$ cat src/hw/rtl/gbn_pkg.sv
// Shared types and constants for the go-back-N sender.
// Holds sequence and window sizing, operation and register codes and the result type.
// Depends on nothing; every other file imports it.
package gbn_pkg;

    localparam int SEQ_BITS   = 20;
    localparam int BASE_BITS  = SEQ_BITS + 1;
    localparam int TIME_BITS  = 32;
    localparam int WINDOW_MAX = 64;
    localparam int SLOT_BITS  = $clog2(WINDOW_MAX);

    localparam int WIN_BITS     = 7;
    localparam int TIMEOUT_BITS = 16;
    localparam int CFG_BITS     = SEQ_BITS;
    localparam int CFG_IDX_BITS = 2;

    localparam logic [WIN_BITS-1:0]     WIN_LIMIT       = WIN_BITS'(WINDOW_MAX);
    localparam logic [WIN_BITS-1:0]     WIN_RESET       = WIN_BITS'(25);
    localparam logic [TIMEOUT_BITS-1:0] TIMEOUT_RESET   = TIMEOUT_BITS'(10000);

    typedef enum logic [1:0] {
        OP_TICK = 2'd0,
        OP_ACK  = 2'd1,
        OP_SEND = 2'd2
    } op_t;

    typedef enum logic [CFG_IDX_BITS-1:0] {
        CFG_WINDOW  = 2'd0,
        CFG_TIMEOUT = 2'd1,
        CFG_LAST    = 2'd2
    } cfg_idx_t;

    typedef struct packed {
        logic                 send_valid;
        logic [SEQ_BITS-1:0]  send_sequence;
        logic                 timed_out;
        logic [BASE_BITS-1:0] window_base;
        logic                 all_acknowledged;
    } result_t;

endpackage

$ cat src/hw/rtl/gbn_if.sv
// Handshake channels of the go-back-N sender: event beats in, result beats out.
// Depends on gbn_pkg for the field widths.
interface gbn_event_if;
    import gbn_pkg::*;

    logic                valid;
    logic                ready;
    logic [1:0]          operation;
    logic [SEQ_BITS-1:0] ack_expected;
    logic                ack_damaged;

    modport source (output valid, output operation, output ack_expected, output ack_damaged,
                    input ready);
    modport sink   (input valid, input operation, input ack_expected, input ack_damaged,
                    output ready);
endinterface

interface gbn_result_if;
    import gbn_pkg::*;

    logic                 valid;
    logic                 ready;
    logic                 send_valid;
    logic [SEQ_BITS-1:0]  send_sequence;
    logic                 timed_out;
    logic [BASE_BITS-1:0] window_base;
    logic                 all_acknowledged;

    modport source (output valid, output send_valid, output send_sequence, output timed_out,
                    output window_base, output all_acknowledged, input ready);
    modport sink   (input valid, input send_valid, input send_sequence, input timed_out,
                    input window_base, input all_acknowledged, output ready);
endinterface

$ cat src/hw/rtl/go_back_n_sender.sv
// Go-back-N sender top level: window state, timer, configuration and result path.
// Depends on gbn_pkg, gbn_if, gbn_deadline_ram and gbn_out_reg.
//
//  channel   direction  beat contents
//  events    in         operation, ack_expected, ack_damaged
//  results   out        send_valid, send_sequence, timed_out, window_base, all_acknowledged
//  cfg       in         cfg_we, cfg_index, cfg_data (write only)
//
// One event beat is taken per cycle; its result appears in the result register on the
// next cycle. All state updates are made in the cycle the beat is accepted.
// The deadline read on a timer rearm lands in the following cycle and is taken in as the timer
// deadline then, so it is already in force for the next event beat.
// Reset clears all control state and loads the register defaults; the deadline store
// needs no clearing. Events are held off only while a result waits and the sink stalls.
module go_back_n_sender
    import gbn_pkg::*;
(
    input  logic                    clk,
    input  logic                    rst_n,
    gbn_event_if.sink               events,
    gbn_result_if.source            results,
    input  logic                    cfg_we,
    input  logic [CFG_IDX_BITS-1:0] cfg_index,
    input  logic [CFG_BITS-1:0]     cfg_data
);

    logic [WIN_BITS-1:0]     window_size_reg;
    logic [TIMEOUT_BITS-1:0] timeout_reg;
    logic [SEQ_BITS-1:0]     last_seq_reg;

    logic [BASE_BITS-1:0] oldest_reg,   oldest_next;
    logic [BASE_BITS-1:0] next_seq_reg, next_seq_next;
    logic [TIME_BITS-1:0] time_reg,     time_next;
    logic                 timer_on_reg, timer_on_next;
    logic [TIME_BITS-1:0] deadline_reg, deadline_next;
    logic                 reload_reg,   reload_next;

    logic                 accept;
    logic                 can_load;
    result_t              result;

    logic                 ram_we;
    logic [TIME_BITS-1:0] ram_wdata;
    logic [TIME_BITS-1:0] ram_rdata;

    logic [TIME_BITS-1:0] deadline_cur;
    logic [TIME_BITS-1:0] time_inc;
    logic [TIME_BITS-1:0] age;
    logic [BASE_BITS-1:0] ack_ext;
    logic [BASE_BITS-1:0] ack_clamped;
    logic [BASE_BITS-1:0] in_flight;
    logic [WIN_BITS-1:0]  win;
    logic                 sent;
    logic                 expired;

    assign events.ready = can_load;
    assign accept       = events.valid && can_load;

    always_ff @(posedge clk or negedge rst_n)
    begin
        if (!rst_n)
        begin
            window_size_reg <= WIN_RESET;
            timeout_reg     <= TIMEOUT_RESET;
            last_seq_reg    <= '0;
        end
        else if (cfg_we)
        begin
            case (cfg_index)
                CFG_WINDOW:  window_size_reg <= cfg_data[WIN_BITS-1:0];
                CFG_TIMEOUT: timeout_reg     <= cfg_data[TIMEOUT_BITS-1:0];
                CFG_LAST:    last_seq_reg    <= cfg_data[SEQ_BITS-1:0];
                default:     ;
            endcase
        end
    end

    // After a rearm the deadline comes straight from the store's read register.
    assign deadline_cur = reload_reg ? ram_rdata : deadline_reg;
    assign time_inc     = time_reg + TIME_BITS'(1);
    assign age          = time_inc - deadline_cur;
    assign ack_ext      = {1'b0, events.ack_expected};
    assign ack_clamped  = (ack_ext < next_seq_reg) ? ack_ext : next_seq_reg;
    assign in_flight    = next_seq_reg - oldest_reg;
    assign win          = (window_size_reg > WIN_LIMIT) ? WIN_LIMIT : window_size_reg;
    assign ram_wdata    = time_reg + {{(TIME_BITS-TIMEOUT_BITS){1'b0}}, timeout_reg};

    always_comb
    begin
        oldest_next   = oldest_reg;
        next_seq_next = next_seq_reg;
        time_next     = time_reg;
        timer_on_next = timer_on_reg;
        deadline_next = deadline_cur;
        reload_next   = 1'b0;
        ram_we        = 1'b0;
        sent          = 1'b0;
        expired       = 1'b0;
        if (accept)
        begin
            case (events.operation)
                OP_TICK:
                begin
                    time_next = time_inc;
                    // Wrap-safe compare: the deadline has passed when the age is small positive.
                    if (timer_on_reg && (age != '0) && !age[TIME_BITS-1])
                    begin
                        next_seq_next = oldest_reg;
                        timer_on_next = 1'b0;
                        expired       = 1'b1;
                    end
                end
                OP_ACK:
                begin
                    if (!events.ack_damaged && (ack_ext > oldest_reg))
                    begin
                        oldest_next = ack_clamped;
                        if (ack_clamped < next_seq_reg)
                        begin
                            reload_next   = 1'b1;
                            timer_on_next = 1'b1;
                        end
                        else
                        begin
                            timer_on_next = 1'b0;
                        end
                    end
                end
                OP_SEND:
                begin
                    if ((next_seq_reg <= {1'b0, last_seq_reg}) &&
                        (in_flight < {{(BASE_BITS-WIN_BITS){1'b0}}, win}))
                    begin
                        ram_we        = 1'b1;
                        sent          = 1'b1;
                        next_seq_next = next_seq_reg + BASE_BITS'(1);
                        if (!timer_on_reg)
                        begin
                            deadline_next = ram_wdata;
                            timer_on_next = 1'b1;
                        end
                    end
                end
                default: ;
            endcase
        end
    end

    always_comb
    begin
        result.send_valid       = sent;
        result.send_sequence    = sent ? next_seq_reg[SEQ_BITS-1:0] : '0;
        result.timed_out        = expired;
        result.window_base      = oldest_next;
        result.all_acknowledged = oldest_next > {1'b0, last_seq_reg};
    end

    always_ff @(posedge clk or negedge rst_n)
    begin
        if (!rst_n)
        begin
            oldest_reg   <= '0;
            next_seq_reg <= '0;
            time_reg     <= '0;
            timer_on_reg <= 1'b0;
            deadline_reg <= '0;
            reload_reg   <= 1'b0;
        end
        else
        begin
            oldest_reg   <= oldest_next;
            next_seq_reg <= next_seq_next;
            time_reg     <= time_next;
            timer_on_reg <= timer_on_next;
            deadline_reg <= deadline_next;
            reload_reg   <= reload_next;
        end
    end

    gbn_deadline_ram u_deadlines (
        .clk   (clk),
        .we    (ram_we),
        .waddr (next_seq_reg[SLOT_BITS-1:0]),
        .wdata (ram_wdata),
        .raddr (oldest_next[SLOT_BITS-1:0]),
        .rdata (ram_rdata)
    );

    gbn_out_reg u_out (
        .clk      (clk),
        .rst_n    (rst_n),
        .load     (accept),
        .data     (result),
        .can_load (can_load),
        .results  (results)
    );

endmodule

$ cat src/hw/rtl/gbn_deadline_ram.sv
// Per-slot packet deadline store, one write and one registered read per cycle.
// Depends on gbn_pkg for the slot count and time width.
module gbn_deadline_ram
    import gbn_pkg::*;
(
    input  logic                 clk,
    input  logic                 we,
    input  logic [SLOT_BITS-1:0] waddr,
    input  logic [TIME_BITS-1:0] wdata,
    input  logic [SLOT_BITS-1:0] raddr,
    output logic [TIME_BITS-1:0] rdata
);

    logic [TIME_BITS-1:0] mem [WINDOW_MAX];
    logic [TIME_BITS-1:0] rdata_reg;

    always_ff @(posedge clk)
    begin
        if (we)
        begin
            mem[waddr] <= wdata;
        end
    end

    always_ff @(posedge clk)
    begin
        rdata_reg <= mem[raddr];
    end

    assign rdata = rdata_reg;

endmodule

$ cat src/hw/rtl/gbn_out_reg.sv
// Result register between the sender logic and the result channel.
// Depends on gbn_pkg and the gbn_result_if interface.
module gbn_out_reg
    import gbn_pkg::*;
(
    input  logic    clk,
    input  logic    rst_n,
    input  logic    load,
    input  result_t data,
    output logic    can_load,
    gbn_result_if.source results
);

    logic    valid_reg;
    logic    valid_next;
    result_t data_reg;

    // A new beat may enter whenever the held one is gone or leaves this cycle.
    assign can_load = !valid_reg || results.ready;

    always_comb
    begin
        valid_next = valid_reg;
        if (load)
        begin
            valid_next = 1'b1;
        end
        else if (results.ready)
        begin
            valid_next = 1'b0;
        end
    end

    always_ff @(posedge clk or negedge rst_n)
    begin
        if (!rst_n)
        begin
            valid_reg <= 1'b0;
        end
        else
        begin
            valid_reg <= valid_next;
        end
    end

    always_ff @(posedge clk)
    begin
        if (load)
        begin
            data_reg <= data;
        end
    end

    assign results.valid            = valid_reg;
    assign results.send_valid       = data_reg.send_valid;
    assign results.send_sequence    = data_reg.send_sequence;
    assign results.timed_out        = data_reg.timed_out;
    assign results.window_base      = data_reg.window_base;
    assign results.all_acknowledged = data_reg.all_acknowledged;

endmodule
$ cat src/flat_wrapper.sv
// flat-port wrapper written by rule: the top's interface ports become plain ports
module go_back_n_sender_flat import gbn_pkg::*;
  (clk, rst_n, cfg_we, cfg_index, cfg_data, events_valid, events_operation, events_ack_expected, events_ack_damaged, events_ready, results_valid, results_send_valid, results_send_sequence, results_timed_out, results_window_base, results_all_acknowledged, results_ready);
  gbn_event_if events_i ();
  gbn_result_if results_i ();
  input  logic clk;
  input  logic rst_n;
  input  logic cfg_we;
  input  logic [CFG_IDX_BITS-1:0] cfg_index;
  input  logic [CFG_BITS-1:0] cfg_data;
  input wire logic [$bits(events_i.valid)-1:0] events_valid;
  input wire logic [$bits(events_i.operation)-1:0] events_operation;
  input wire logic [$bits(events_i.ack_expected)-1:0] events_ack_expected;
  input wire logic [$bits(events_i.ack_damaged)-1:0] events_ack_damaged;
  output wire logic [$bits(events_i.ready)-1:0] events_ready;
  output wire logic [$bits(results_i.valid)-1:0] results_valid;
  output wire logic [$bits(results_i.send_valid)-1:0] results_send_valid;
  output wire logic [$bits(results_i.send_sequence)-1:0] results_send_sequence;
  output wire logic [$bits(results_i.timed_out)-1:0] results_timed_out;
  output wire logic [$bits(results_i.window_base)-1:0] results_window_base;
  output wire logic [$bits(results_i.all_acknowledged)-1:0] results_all_acknowledged;
  input wire logic [$bits(results_i.ready)-1:0] results_ready;
  assign events_i.valid = events_valid;
  assign events_i.operation = events_operation;
  assign events_i.ack_expected = events_ack_expected;
  assign events_i.ack_damaged = events_ack_damaged;
  assign events_ready = events_i.ready;
  assign results_valid = results_i.valid;
  assign results_send_valid = results_i.send_valid;
  assign results_send_sequence = results_i.send_sequence;
  assign results_timed_out = results_i.timed_out;
  assign results_window_base = results_i.window_base;
  assign results_all_acknowledged = results_i.all_acknowledged;
  assign results_i.ready = results_ready;
  go_back_n_sender u_core (.clk(clk), .rst_n(rst_n), .events(events_i), .results(results_i), .cfg_we(cfg_we), .cfg_index(cfg_index), .cfg_data(cfg_data));
endmodule
$ cat config.mk
export PLATFORM = sky130hd
export DESIGN_NAME = go_back_n_sender_flat
export DESIGN_NICKNAME = d
export VERILOG_FILES = /design/src/hw/rtl/gbn_pkg.sv /design/src/hw/rtl/gbn_if.sv /design/src/hw/rtl/go_back_n_sender.sv /design/src/hw/rtl/gbn_deadline_ram.sv /design/src/hw/rtl/gbn_out_reg.sv /design/src/flat_wrapper.sv
export SDC_FILE = /design/constraint.sdc
export NUM_CORES = 2
export LEC_CHECK = 0
export BUFFER_PORTS_ARGS = -buffer_cell sky130_fd_sc_hd__clkbuf_2
export CORE_ASPECT_RATIO = 2
export CORE_MARGIN = 2
export CORE_UTILIZATION = 54
export CTS_CLUSTER_SIZE = 24
export DETAILED_ROUTE_END_ITERATION = 10
export PLACE_DENSITY = 0.69
export SLEW_MARGIN = 20
export SYNTH_ARGS = -nofsm -noshare
export SYNTH_HDL_FRONTEND = slang
export SYNTH_SLANG_ARGS = --single-unit
$ cat constraint.sdc
create_clock -name clk -period 14.19 [get_ports clk]
set_input_delay 0.7095 -clock clk [delete_from_list [all_inputs] [get_ports clk]]
set_output_delay 0.7095 -clock clk [all_outputs]
set_load 0.05 [all_outputs]
=== Word-level counts from Yosys, hierarchy flattened ===
Memory sizes are Yosys's and may differ from the RTL's. A register that Yosys moved wholly into a read port is not among the register bits.
Cells that the tools add are included.

* Register bits after elaboration: 196
* Memory bits (writable): 2,048
* Bits of input ports: 50
* Output and inout port bits: 46
* Logic and storage cells: 85
* Memories kept: 1

{| class="wikitable"
|+ Memory list
! memory !! depth !! bits a word !! read ports !! clocked after Yosys merged registers in !! wr ports !! RTL line !! RTL
|-
| u_core.u_deadlines.mem || 64 || 32 || 1 || 1 || 1 || gbn_deadline_ram.sv:14 || <nowiki>logic [TIME_BITS-1:0] mem [WINDOW_MAX];</nowiki>
|}

* $add $sub $neg: 5
* Order comparisons: 7
* Equal/unequal tests: 7
* Muxes and demuxes: 29
* Reduce and logical (&&, ||, !) cells: 21

{| class="wikitable"
|+ Operator list
! operator !! count
|-
| 2-to-1 mux 32 bit || 5
|-
| 2-to-1 mux 21 bit || 6
|-
| one-hot mux 21 bit (2 select lines) || 1
|-
| adder 32 x 1 -> 32 bit (second input constant) || 1
|-
| adder 32 x 16 -> 32 bit || 1
|-
| nonzero test 32 bit || 1
|-
| subtractor 32 bit || 1
|-
| adder 21 x 1 -> 21 bit (second input constant) || 1
|-
| greater-than comparator 20 x 21 -> 1 bit || 1
|-
| greater-than comparator 21 x 20 -> 1 bit || 1
|-
| less-or-equal comparator 21 x 20 -> 1 bit || 1
|-
| less-than comparator 20 x 21 -> 1 bit || 1
|-
| less-than comparator 21 bit || 1
|-
| less-than comparator 21 x 7 -> 1 bit || 1
|-
| subtractor 21 bit || 1
|-
| 2-to-1 mux 1 bit || 15
|-
| AND reduction 2 bit || 4
|-
| greater-than comparator 7 bit (second input constant) || 1
|-
| 2-to-1 mux 7 bit || 1
|-
| != test 2 x 1 -> 1 bit (second input constant) || 3
|-
| logical AND 1 bit || 5
|-
| AND reduction 5 bit || 1
|-
| == test 2 x 1 -> 1 bit (second input constant) || 2
|-
| == test 2 bit (second input constant) || 2
|-
| 7 further kinds || 11
|}

=== Logic depth before layout (Yosys ltp) ===
* Depth in word-level cells: 9
* Mapped depth: 27
* Gate-level depth less buffers: 23

=== Hierarchy ===
Synthesis repeated with hierarchy kept, for this count alone.

* Cells, all modules: 5,055
* Area, all modules: 94,495.6 µm²

{| class="wikitable"
|+ By module, submodules not included
! module !! instances !! cells each !! area each (µm²) !! seq. area each (µm²)
|-
| gbn_deadline_ram || 1 || 3,324 || 78,515.3 || 62,139.6
|-
| go_back_n_sender || 1 || 1,684 || 14,611.5 || 3,788.6
|-
| gbn_out_reg || 1 || 47 || 1,368.8 || 1,346.3
|}

=== Worst setup path after synthesis ===
OpenSTA, ideal clock, no wires.

* Kind: reg2reg
* Start point: register u_core.next_seq_reg[0]
* End point: memory u_core.u_deadlines.mem[23][0] (enable)
* Arrival time: 5.615 ns
* Required time: 13.769 ns
* Setup slack: 8.154 ns
* Stages on the path, launching flop included: 24
* Clock period less this slack: 6.036 ns
* Cells stage by stage: dfrtp_1 -> buf_2 -> inv_1 -> ha_1 -> inv_1 -> fa_1 -> a211o_1 -> a21o_1 -> a21oi_1 -> xnor2_1 -> ha_1 -> nor2b_1 -> nor4_1 -> nor4bb_1 -> and4_1 -> and3_1 -> nand4_1 -> nor2_4 -> nand3_4 -> inv_2 -> and2_1 -> buf_4 -> nand3_2 -> nor2_1

* Word-level cells in the longest chain between the ends: 8

{| class="wikitable"
|+ Ends and longest elaborated chain
! item !! RTL line !! RTL
|-
| start, declared || go_back_n_sender.sv:32 || <nowiki>logic [BASE_BITS-1:0] next_seq_reg, next_seq_next;</nowiki>
|-
| start signal, assigned || go_back_n_sender.sv:172 || <nowiki>next_seq_reg <= next_seq_next;</nowiki>
|-
| subtractor 21 bit || go_back_n_sender.sv:84 || <nowiki>assign in_flight = next_seq_reg - oldest_reg;</nowiki>
|-
| less-than comparator 21 x 7 -> 1 bit || go_back_n_sender.sv:132 || <nowiki>(in_flight < {{(BASE_BITS-WIN_BITS){1'b0}}, win}))</nowiki>
|-
| logical AND 1 bit || go_back_n_sender.sv:131 || <nowiki>if ((next_seq_reg <= {1'b0, last_seq_reg}) &&</nowiki>
|-
| 2-to-1 mux 1 bit || go_back_n_sender.sv:131 ||
|-
| 2-to-1 mux 1 bit || go_back_n_sender.sv:101 || <nowiki>case (events.operation)</nowiki>
|-
| 2-to-1 mux 1 bit || go_back_n_sender.sv:99 || <nowiki>if (accept)</nowiki>
|-
| 2-to-1 mux 1 bit || gbn_deadline_ram.sv:19 || <nowiki>if (we)</nowiki>
|-
| 2-to-1 mux 1 bit (not written as such) || gbn_deadline_ram.sv:21 || <nowiki>mem[waddr] <= wdata;</nowiki>
|-
| end, declared || gbn_deadline_ram.sv:14 ||
|}

Parallel ways exist; a longest one is shown, timed or not.

=== Worst setup path in the final report ===
* Start point: register u_core.next_seq_reg[0]
* End point: memory u_core.u_deadlines.mem[3][8] (enable)

Same word-level chain as after synthesis.

==> results.cfg <==
[status]
status = finished with violations
violations = negative hold slack

[logic_synthesis]
synthArstFlopShare = 0.0668
yosysMostFrequentCell = edfxtp_1
syn-mean-instance-area_um2 = 14.9
seq_area_frac_synth = 0.706
synth_edf_count = 2092
synth.top_cell.area_share = 0.660
synth_ff_type = edfxtp_1
syn_area_um2 = 95200
synthTopCellsByCount = edfxtp_1, nand2_1, mux2i_1
synth_warnings = 0
yosys.area.top_type = edfxtp_1
synth_fp_nets = 6603
synth_seq_cells = 2276
synthDistinctLibCells = 102
synth_cells = 6373
netlist_top_cells_area = edfxtp_1, mux2i_1, nand2_1

[timing]
holdWs_ns = -0.0265
rsz0062_at_grt = false
period_needed_ns = 7.79
fin_setup_tns_ns = 0
hold_viol_final = 10
finalSetupViolCount = 0
max_freq_mhz = 128
period_share = 0.549
max_slew.worst_pin.slew_ns = 1.33
worst_clock_skew_ns = 0.0791
timing.slew.headroom = 0.105
final-max-slew-violation-count = 0

[worst_setup_path]
reg2reg_to = u_core.u_deadlines.mem[3][8]
reg2reg_depth = 21
crit_chain = inv_1 -> ha_1 -> inv_1 -> fa_1 -> a211o_1 -> a21o_1 -> a21oi_1 -> xnor2_1 -> ha_1 -> nor2b_1 -> nor4_1 -> nor4bb_1 -> and4_1 -> and3_1 -> nand4_1 -> nor2_4 -> nand3_4 -> inv_2 -> and2_1 -> nand3_2 -> nor2_4
timing.rr.start = u_core.next_seq_reg[0]
arrival_ns = 8.20
cp_slowest_cell = nor2_4
start_kind = flop
ff2ff_setup_slack_ns = 6.40
cpPeakStageDelay_ns = 1.18
cp_data_required_time_ns = 14.60
worstSetupEndpointType = flop
critPathTopFamily = simple AND/OR/NAND/NOR gates
crit_type = reg2reg
worstPathMaxFanout = 32
path_buf_inv = 3

[cts]
cts_tree = yes
cts_root_buf = clkbuf_16
clk_path_buf_depth = 4
cts_setup_buffers = 0
cts_max_level = 4
cts.clk_slew.worst_paths_ns = 0.07
cts.sinks = 2276
hold_buffers = 0
clock_latency_ns = 0.86
ctsResizeCount = 0
cts_buffers = 198

[placement]
numPortBuffers = 95
dp_cells = 8566
dp.final_hpwl_mm = 185
gp_congestion = 0.983

[floorplanning]
dieArea_um2 = 180000
initial_core_util = 0.542
die_x_um = 301
core_um2 = 176000
rows = 218
io_pins = 96
die_h_um = 598

[grt]
grt_pass1_vias = 56374
grt.total_usage = 0.322
antenna_found_initial = 12
grt_overflow = 0
grt_pass1_wl_mm = 412
grt_max_degree = 105

[final_layout]
largest_reg_flops = 2048
post-route-util = 0.604
num-fill-cells = 13012
fin_nets = 6701
syn_to_final_growth_pct = 11.3
drive_above_1_share = 0.131
ff_latch_area_um2 = 67300
largest-register = u_core.u_deadlines.mem
final_cells = 8946
multi_input_area_um2 = 27000

[route]
first_iter_violations = 8202
antenna_left = 0
vias = 59447
via_per_inst = 6.65
drcViolationCount = 0
wl_per_cell_um = 32.8
totalWireLength_mm = 293
drtPass1Iterations = 8

[job]
maxCapViolations = 0

[pwr]
p_leak_nw = 37.9
power_density_nw_per_um2 = 142
ir_drop_mv = 0.244

[min_path]
hold_class = in2async
## layout by cell type, fill, tap and decap left out, drive strengths merged, types with 31 or more instances in the layout
cell type  instances
nor2             203
a21o              31
buf              135
nand3            119
ha               177
inv              108
a32o              57
clkbuf           339
a21oi            204
a211oi            37
mux2i            463
mux2              49
xor2              44
o21a              41
dfrtp            144
dfxtp             32
nand2            965
a31oi            121
a221oi            69
edfxtp          2092
nand4            123
nor3              40
o22ai            112
a32oi             99
and2              36
mux4             110
clkinv            70
o31a              38
xnor2             68
o21ai            125
## metrics by stage
stage | instance area (um^2) | power, W | setup slack [ns]
2_1_floorplan | 95200 | 0.00883 | 8.15
5_1_grt | 106000 | 0.0154 | 6.14
6_report | 106000 | 0.0151 | 6.40
4_1_cts | 106000 | 0.0151 | 6.55
3_3_place_gp | 98900 | 0.00959 | 6.74
3_5_place_dp | 99100 | 0.00963 | 6.58
## area by class of cell
type                    count  area share
well taps                2310      0.0273
multi-input cells        3661       0.255
clock buffers             245      0.0496
diodes                      6    0.000142
inverters                 105     0.00392
clock inverters           114      0.0124
repair buffers            229      0.0177
flip-flops and latches   2276       0.634
## power by group
part / switching [W] / internal (W)
Clock: 0.00241 / 0.00315
Combinational: 0.00129 / 0.000357
Sequential: 0.0000869 / 0.00781
## layer usage
metal	global-route usage	part of all wire	up-vias
li1	-	-	24964
met4	0.203	0.076	8
met3	0.0531	0.094	671
met1	0.420	0.36	30087
met5	0	0.00016	-
met2	0.506	0.47	3717
## logic make-up (layout without fill, tap and decap cells)
family,after synthesis,count (layout),synth area share
AOI/OAI and AO/OA,1084,1084,0.0801
xor gates and xnor gates,112,112,0.0103
adders and majority gates,180,180,0.0239
buffers and inverters,436,693,0.0200
DFF,2276,2276,0.706
muxes,622,622,0.0805
other,0,6,0
and+or+nand+nor,1663,1663,0.0789
## how the worst max path moves through the flow
stage | startpoint | end | slack [ns] | depth (start not counted)
after floorplan | u_core.next_seq_reg[0] | u_core.u_deadlines.mem[23][0] | 8.15 | 23
after global placement | u_core.next_seq_reg[0] | u_core.u_deadlines.mem[35][0] | 6.74 | 21
after detailed placement | u_core.next_seq_reg[0] | u_core.u_deadlines.mem[35][7] | 6.58 | 21
after CTS | u_core.next_seq_reg[0] | u_core.u_deadlines.mem[35][0] | 6.55 | 21
after global routing | u_core.next_seq_reg[0] | u_core.u_deadlines.mem[3][8] | 6.14 | 21
final | u_core.next_seq_reg[0] | u_core.u_deadlines.mem[3][8] | 6.40 | 21
Power figures use the tool's default switching activity.
